`config.mk`:
```
export PLATFORM = sky130hd
export DESIGN_NAME = talm_ctrl
export DESIGN_NICKNAME = d
export VERILOG_FILES = /design/src/rtl/core/talm_pkg.sv /design/src/rtl/core/talm_ctrl.sv
export VERILOG_INCLUDE_DIRS = /design/src /design/src/rtl/core
export SDC_FILE = /design/constraint.sdc
export NUM_CORES = 1
export LEC_CHECK = 0
export CAP_MARGIN = 40
export CORE_MARGIN = 10
export CORE_UTILIZATION = 45
export DETAILED_ROUTE_END_ITERATION = 12
export DONT_BUFFER_PORTS = 1
export HOLD_SLACK_MARGIN = 0.05
export MAX_ROUTING_LAYER = met4
export PLACE_DENSITY = 0.63
export SYNTH_ARGS = -nofsm -noshare
export SYNTH_HDL_FRONTEND = slang
export SYNTH_SLANG_ARGS = --single-unit
```
`constraint.sdc`:
```
create_clock -name clk -period 4.15 [get_ports clk]
set_clock_uncertainty 0.15 [all_clocks]
set_input_delay 0.6225 -clock clk [delete_from_list [all_inputs] [get_ports clk]]
set_output_delay 0.6225 -clock clk [all_outputs]
set_load 0.05 [all_outputs]
```
`src/rtl/core/tree_ancestor_lca_max_edge_unit_macros.svh`:
```
// Assertion macros shared by the lifting engine.
`ifndef TREE_ANCESTOR_LCA_MAX_EDGE_UNIT_MACROS_SVH
`define TREE_ANCESTOR_LCA_MAX_EDGE_UNIT_MACROS_SVH
`ifndef SYNTHESIS
// Check that post holds in the same cycle as pre.
`define TALM_ASSERT_NOW(label, clk, rst_n, pre, post) \
	label: assert property (@(posedge clk) disable iff (!rst_n) (pre) |-> (post)) \
		else $error("assertion failed");
// Check that post holds in the cycle after pre.
`define TALM_ASSERT_NEXT(label, clk, rst_n, pre, post) \
	label: assert property (@(posedge clk) disable iff (!rst_n) (pre) |=> (post)) \
		else $error("assertion failed");
`else
`define TALM_ASSERT_NOW(label, clk, rst_n, pre, post)
`define TALM_ASSERT_NEXT(label, clk, rst_n, pre, post)
`endif
`endif

```
`src/rtl/core/talm_pkg.sv`:
```
package talm_pkg;

	localparam int DEF_MAX_NODES   = 1024;
	localparam int DEF_LEVELS      = 11;
	localparam int DEF_WEIGHT_BITS = 32;

	localparam int NODE_IN_BITS = 10;
	localparam int STEP_IN_BITS = 11;
	localparam int ANS_BITS     = 11;
	localparam int PM_BITS      = 31;

	localparam logic [1:0] KIND_INSERT   = 2'd0;
	localparam logic [1:0] KIND_ANCESTOR = 2'd1;
	localparam logic [1:0] KIND_PATH     = 2'd2;

	localparam logic [ANS_BITS-1:0] ANS_NONE = '1;

	typedef enum logic [4:0] {
		OP_HOLD, OP_LOAD, OP_INS_DEP, OP_INS_ROW0, OP_INS_RD, OP_INS_WR,
		OP_CLB_RD, OP_CLB_USE, OP_KTH_FIN, OP_P_DRD, OP_P_DUSE, OP_L_CHK,
		OP_L_RD, OP_L_USE, OP_L_RD0, OP_L_FIN, OP_M_DRD, OP_M_DUSE,
		OP_M_RD, OP_M_USE, OP_BAD
	} dp_op_t;

	typedef enum logic [4:0] {
		S_IDLE, S_DISP, S_I_DEP, S_I_ROW0, S_I_RD, S_I_WR, S_C_RD, S_C_USE,
		S_K_FIN, S_P_DRD, S_P_DUSE, S_L_CHK, S_L_RD, S_L_USE, S_L_RD0,
		S_L_FIN, S_M_DRD, S_M_DUSE, S_M_RD, S_M_USE, S_BAD, S_OUT
	} state_t;

	typedef struct packed {
		dp_op_t op;
	} cmd_t;

	typedef struct packed {
		logic [1:0] kind;
		logic       x_ok;
		logic       y_ok;
		logic       k_over;
		logic       same;
	} status_t;

endpackage

```
`src/rtl/core/talm_ctrl.sv`:
```
`include "tree_ancestor_lca_max_edge_unit_macros.svh"
module talm_ctrl #(
	parameter int LEVELS = talm_pkg::DEF_LEVELS,
	parameter int LB     = $clog2(LEVELS)
) (
	input  logic              clk,
	input  logic              arst_n,
	input  logic              start,
	output logic              busy,
	output logic              done,
	input  talm_pkg::status_t st,
	output talm_pkg::cmd_t    cmd,
	output logic [LB-1:0]     lvl
);
	import talm_pkg::*;

	localparam logic [LB-1:0] LVL_TOP = LB'(LEVELS - 1);

	state_t        state_q, state_d;
	logic [LB-1:0] lvl_q, lvl_d;

	always_ff @(posedge clk or negedge arst_n) begin
		if (!arst_n) begin
			state_q <= S_IDLE;
			lvl_q   <= '0;
		end else begin
			state_q <= state_d;
			lvl_q   <= lvl_d;
		end
	end

	// next state and level counter
	always_comb begin
		state_d = state_q;
		lvl_d   = lvl_q;
		case (state_q)
			S_IDLE: if (start) state_d = S_DISP;
			S_DISP: begin
				lvl_d = LVL_TOP;
				case (st.kind)
					KIND_INSERT:   state_d = st.x_ok ? S_I_DEP : S_IDLE;
					KIND_ANCESTOR: state_d = (st.x_ok && !st.k_over) ? S_C_RD : S_BAD;
					KIND_PATH:     state_d = (st.x_ok && st.y_ok) ? S_P_DRD : S_BAD;
					default:       state_d = S_IDLE;
				endcase
			end
			S_I_DEP:  state_d = S_I_ROW0;
			S_I_ROW0: begin
				lvl_d   = LB'(1);
				state_d = S_I_RD;
			end
			S_I_RD:   state_d = S_I_WR;
			S_I_WR: begin
				if (lvl_q == LVL_TOP) state_d = S_IDLE;
				else begin
					lvl_d   = lvl_q + LB'(1);
					state_d = S_I_RD;
				end
			end
			S_C_RD:   state_d = S_C_USE;
			S_C_USE: begin
				if (lvl_q == '0) state_d = (st.kind == KIND_PATH) ? S_L_CHK : S_K_FIN;
				else begin
					lvl_d   = lvl_q - LB'(1);
					state_d = S_C_RD;
				end
			end
			S_K_FIN:  state_d = S_OUT;
			S_P_DRD:  state_d = S_P_DUSE;
			S_P_DUSE: begin
				lvl_d   = LVL_TOP;
				state_d = S_C_RD;
			end
			S_L_CHK: begin
				lvl_d   = LVL_TOP;
				state_d = st.same ? S_M_DRD : S_L_RD;
			end
			S_L_RD:   state_d = S_L_USE;
			S_L_USE: begin
				if (lvl_q == '0) state_d = S_L_RD0;
				else begin
					lvl_d   = lvl_q - LB'(1);
					state_d = S_L_RD;
				end
			end
			S_L_RD0:  state_d = S_L_FIN;
			S_L_FIN:  state_d = S_M_DRD;
			S_M_DRD:  state_d = S_M_DUSE;
			S_M_DUSE: begin
				lvl_d   = LVL_TOP;
				state_d = S_M_RD;
			end
			S_M_RD:   state_d = S_M_USE;
			S_M_USE: begin
				if (lvl_q == '0) state_d = S_OUT;
				else begin
					lvl_d   = lvl_q - LB'(1);
					state_d = S_M_RD;
				end
			end
			S_BAD:    state_d = S_OUT;
			S_OUT:    state_d = S_IDLE;
			default:  state_d = S_IDLE;
		endcase
	end

	// command decode
	always_comb begin
		busy   = (state_q != S_IDLE);
		done   = 1'b0;
		cmd.op = OP_HOLD;
		case (state_q)
			S_IDLE:   cmd.op = start ? OP_LOAD : OP_HOLD;
			S_I_DEP:  cmd.op = OP_INS_DEP;
			S_I_ROW0: cmd.op = OP_INS_ROW0;
			S_I_RD:   cmd.op = OP_INS_RD;
			S_I_WR:   cmd.op = OP_INS_WR;
			S_C_RD:   cmd.op = OP_CLB_RD;
			S_C_USE:  cmd.op = OP_CLB_USE;
			S_K_FIN:  cmd.op = OP_KTH_FIN;
			S_P_DRD:  cmd.op = OP_P_DRD;
			S_P_DUSE: cmd.op = OP_P_DUSE;
			S_L_CHK:  cmd.op = OP_L_CHK;
			S_L_RD:   cmd.op = OP_L_RD;
			S_L_USE:  cmd.op = OP_L_USE;
			S_L_RD0:  cmd.op = OP_L_RD0;
			S_L_FIN:  cmd.op = OP_L_FIN;
			S_M_DRD:  cmd.op = OP_M_DRD;
			S_M_DUSE: cmd.op = OP_M_DUSE;
			S_M_RD:   cmd.op = OP_M_RD;
			S_M_USE:  cmd.op = OP_M_USE;
			S_BAD:    cmd.op = OP_BAD;
			S_OUT:    done   = 1'b1;
			default:  cmd.op = OP_HOLD;
		endcase
	end

	assign lvl = lvl_q;

	`TALM_ASSERT_NEXT(a_done_frees, clk, arst_n, done, !busy)
	`TALM_ASSERT_NEXT(a_start_takes, clk, arst_n, start && !busy, busy)
	`TALM_ASSERT_NOW(a_done_busy, clk, arst_n, done, busy && cmd.op == OP_HOLD)
	`TALM_ASSERT_NOW(a_lvl_range, clk, arst_n, busy, lvl_q <= LVL_TOP)
endmodule

```
======== Word level (Yosys, flattened, before mapping) ========
Index checks and enable logic that the tools add are counted.
operators by class
  equal/unequal tests ..................... 27
  multiplexer cells ....................... 18
  reduce and logical (&&, ||, !) cells .... 12
  $add $sub $neg .......................... 2
operators with widths
  kind                   number
  $pmux W5 S20           2
  $eq A5 B4 Y1 const B   8
  $eq A5 B5 Y1 const B   6
  $eq A5 B3 Y1 const B   4
  $mux W5                4
  $pmux W4 S4            1
  $pmux W5 S3            1
  $mux W4                3
  $eq A5 B2 Y1 const B   2
  $mux W2                3
  $mux W3                2
  $ne A2 B2 Y1 const B   3
  $eq A5 B1 Y1 const B   1
  $logic_not A5 Y1       1
  $reduce_bool A5 Y1     1
  $add A4 B1 Y4 const B  1
  $eq A4 B4 Y1 const B   1
  $logic_not A4 Y1       1
  $reduce_bool A4 Y1     1
  $reduce_or A4 Y1       1
  $sub A4 B1 Y4 const B  1
  $reduce_and A3 Y1      1
  $reduce_or A3 Y1       1
  $eq A2 B1 Y1 const B   1
  6 further kinds        8
storage, ports and cells
  bits of input ports ..................... 9
  logic and storage cells ................. 61
  flip-flop bits (word level) ............. 9
  output and inout bits ................... 11

======== Depth between registers and ports, before layout ========
  depth after elaboration ................. 5
  depth in mapped cells ................... 10

======== Least setup slack after synthesis ========
OpenSTA, ideal clock, no wires.
  path kind ............................... register to output
  from .................................... register state_q[0]
  to ...................................... output cmd[0] (netlist name)
  arrival time ............................ 2.149 ns
  stages on the path, launching flop included .. 6
  path slack .............................. 1.229 ns
  path through ............................ dfrtp_1 -> clkbuf_1 -> or2_2 -> nor2_1 -> a22oi_1 -> o21ai_0
RTL lines
  element                   line             text
  start: declaration        talm_ctrl.sv:19  state_t state_q, state_d;
  start signal: assignment  talm_ctrl.sv:27  state_q <= state_d;
  end: declaration          talm_ctrl.sv:12  output talm_pkg::cmd_t cmd,

======== Worst setup path in the final report ========
  from .................................... register state_q[4]
  to ...................................... register lvl_q[3], in the netlist lvl[3]
between the ends
  word-level cells in the longest chain between the ends .. 4
  elaborated cells between the ends (all ways) .. 16
  classes of those cells .................. eq/ne (11); mux (1); reduce/logical (4)
RTL lines
  element                                                                line             text
  $eq A5 B1 Y1, or another cell as far along                             talm_ctrl.sv:36  case (state_q)
  $reduce_or A4 Y1 (no source line) or $reduce_or A3 Y1 (tied branches)  n/a
  $reduce_bool A4 Y1 (no source line) or $ne A2 B2 Y1 (tied branches)    n/a
  $reduce_and A3 Y1 (no source line)                                     n/a
  end signal: assignment                                                 talm_ctrl.sv:28  lvl_q <= lvl_d;
  end: declaration                                                       talm_ctrl.sv:20  logic [LB-1:0] lvl_q, lvl_d;
Several ways; a longest one is shown, not always the timed one.
A chain may end at the register's enable or synchronous reset.

==> out/results.tsv <==
stage	metric	value	unit
status	result of the run	finished clean	
clock_network	clock slew at the register clock pins of the worst setup and hold paths	60	ps
route	via count	1001	
yosys	synthesized cell area	1000	um^2
route	violation count after the first detailed-routing iteration	48	
worst_hold_path	Hold Path Cell Cnt	2	
clock_network	number of instances resized during post-cts repair	0	
route	number of nets with antenna violations after detailed routing	0	
grt	antenna violations before repair	0	
floorplanning	x dimension of the die	67.2	um
worst_hold_path	end point of the most critical hold path	state_q[0]$_DFFE_PN0P_	
route	post-detailed-route DRC marker count	0	
timing	setup-violating endpoint count in the final report	0	
clock_network	clock tree from TritonCTS	built	
yosys	area share of the leading cell type in the synthesized netlist	22.4	%
timing	count of final hold-check violations	0	
grt	total global-route track usage	12.0	%
placement	final weighted congestion of routability-driven global placement	0.880	
yosys	cell type contributing the most total cell area after synthesis	dfrtp_1	
yosys	most frequently used cell type in the post-synthesis netlist	nand2_1	
timing	Worst slew margin	53.4	%
timing	Worst-Margin Slew	700	ps
yosys	commonest register cell after synthesis	dfrtp_1	
grt	overall overflow remaining after global route	0	
layout	Net count, final	148	
yosys	number of warnings reported in the yosys synthesis log	0	
yosys	register area share after synthesis	22.4	%
placement	HPWL after detailed placement	1980	um
layout	utilization after layout	49.4	%
clock_network	clock latency at the later pin of the worst-skew pair	260	ps
critical_path	endpoint of the most critical register-to-register path	lvl[3]$_DFFE_PN0P_	
route	final WL	2600	um
critical_path	maximum fanout count along the critical path	21	
clock_network	clock buffers created by TritonCTS	3	
yosys	fraction of registers with async set or reset after synthesis	100	%
timing	Final Critical Period	3080	ps
critical_path	Buffers & Inverters on Critical Path	1	
critical_path	ordered cell list for the critical path	or4bb_1 -> o32a_1 -> inv_1 -> ha_1 -> a21o_2 -> a21oi_1 -> nor2_1 -> a2111oi_0 -> a211oi_1	
grt	via count of the first global-routing pass	901	
layout	fraction of final layout cells sized beyond drive strength 1	10.4	%
grt	wire length of the first global-routing pass	4260	um
clock_network	library cell used as clock root buffer	clkbuf_4	
timing	Setup Total Neg Slack	0	ps
floorplanning	starting density of the core	46.3	%
critical_path	Required @ worst endpoint	4130	ps
timing	final critical-path setup slack	1070	ps
timing	achievable clock frequency	0.325	GHz
clock_network	sinks on the clock net	9	
layout	# diodes	0	
critical_path	slack of the worst reg-to-reg path	1070	ps
placement	pre-CTS worst setup slack	1110	ps
layout	area grow syn2layout	6.73	%
floorplanning	Core Region	2170	um^2
worst_hold_path	worst hold path startpoint	start	
floorplanning	vertical extent of the die	67.2	um
yosys	net count of the mapped netlist	146	
floorplanning	die outline area	4520	um^2
route	detailed-route vias per instance	6.14	
grt	largest net degree at the start of global routing	22	
timing	final slew viol count	0	
yosys	synthesized netlist cell count	134	
layout	number of inserted filler cells in the final layout	240	
critical_path	master of the slowest instance on the critical path	dfrtp_1	
yosys	number of storage elements in the synthesis netlist	9	
yosys	Unique masters post-synth	47	
worst_hold_path	min-delay worst type	input port to flop	
critical_path	Worst setup EP type	flop	
placement	cell count after placement	158	
yosys	count of flip-flops with a built-in enable after synthesis	0	
clock_network	H-tree levels	1	
critical_path	R2R Path Start	state_q[4]$_DFFE_PN0P_	
critical_path	Worst Reg2Reg Path Length in Cells	9	
critical_path	Critical Path Start Type	flop	
yosys	synth top area cells	dfrtp_1, nand2b_1, a21oi_1, nand2_1, nor2_1	
critical_path	dominant delay contributor by cell family on the critical path	compound AO/OA/AOI/OAI gates	
timing	unrepaired setup endpoints after global routing	false	
critical_path	Worst Setup Path Type	flop to flop	
yosys	leading cell types by count after synthesis	nand2_1, nor2_1, a21oi_1	
layout	Cell Count, Final, Fillers Out	163	
critical_path	data arrival time of the critical path	3060	ps
run	number of max-cap violations	0	
yosys	Mean Syn Cell Area	7.49	um^2
clock_network	largest buffer count on any clock path	2	
route	Routed WL per cell	15.9	um
placement	I/O Buffers	0	
timing	fraction of the cycle the final worst path needs	74.2	%
floorplanning	count of standard-cell rows	17	
floorplanning	total I/O pin count	20	
route	number of optimization iterations in the first detailed-route pass	4	
critical_path	Slowest Stage Delay on Critical Path	600	ps
sequential cells by signal (all words and copies together), names as in the netlist:
| signal | count |
|---|---|
| state_q | 5 |
| lvl | 4 |
how the worst max path moves through the flow:
stage                                 startpoint                  to  slack, ps  depth (start not counted)
after floorplan           state_q[0]$_DFFE_PN0P_              cmd[0]       1230                          5
final                     state_q[4]$_DFFE_PN0P_  lvl[3]$_DFFE_PN0P_       1070                          9
after CTS                 state_q[1]$_DFFE_PN0P_  lvl[3]$_DFFE_PN0P_       1090                          9
after global routing      state_q[4]$_DFFE_PN0P_  lvl[3]$_DFFE_PN0P_        910                          9
after global placement    state_q[4]$_DFFE_PN0P_  lvl[3]$_DFFE_PN0P_       1160                          9
after detailed placement  state_q[1]$_DFFE_PN0P_  lvl[3]$_DFFE_PN0P_       1110                          9
area by class of cell:
cell class                      count  area (um^2)  share of cell area (%)
Timing Repair Buffer                6         47.5                    4.44
Multi-Input combinational cell    110          714                    66.7
Sequential cell                     9          225                    21.0
Tap cell                           28         35.0                    3.27
Clock buffer                        4         26.3                    2.45
Inverter                            6         22.5                    2.10
layer usage:
| layer | global-route usage (%) | vias up | share of wire (%) |
|---|---|---|---|
| met1 | 14.4 | 460 | 41 |
| li1 | - | 498 | - |
| met2 | 18.0 | 39 | 47 |
| met3 | 5.12 | 4 | 11 |
| met5 | - | - | 0 |
| met4 | 3.59 | 0 | 0.81 |
kinds of logic (layout without fill, tap and decap cells):
kind of cell	count (synthesis)	count (layout)	synth area share [%]
AOI/OAI and AO/OA	45	45	31.3
xor gates and xnor gates	2	2	1.75
adders and majority gates	3	3	4.49
buffers and inverters	15	16	6.36
DFF	9	9	22.4
muxes	2	2	2.00
and+or+nand+nor	58	58	31.7
cells in the final DEF, fill, tap and decap left out, types with 2 or more instances in the layout:
cell type  instances
a21oi_1           10
a221o_1            2
a31oi_1            3
and2_1             2
buf_4              5
clkbuf_4           3
dfrtp_1            9
ha_1               2
inv_1              6
mux2i_1            2
nand2_1           13
nand2b_1           9
nand3_1            2
nor2_1            12
nor2b_1            2
nor3_1             3
o211ai_1           2
o21ai_0            6
o21ai_1            2
o22ai_1            2
o31ai_1            3
o32a_1             2
or2_2              3
or3_1              4
or4_1              2
through the flow:
stage / area, um^2 / hold WS [ps]
after floorplan: 1000 / 177
after global placement: 1010 / 177
after detailed placement: 1030 / 177
after CTS: 1070 / 409
after global routing: 1070 / 421
final: 1070 / 415
what timing repair did:
item                                   in CTS  in global routing
hold buffers                                1                  0
buffers inserted                            0                  0
endpoints found under the hold margin       9                  0
Power is not shown: default switching activity piles up to over one toggle a cycle in this logic, so the estimate is an artifact.
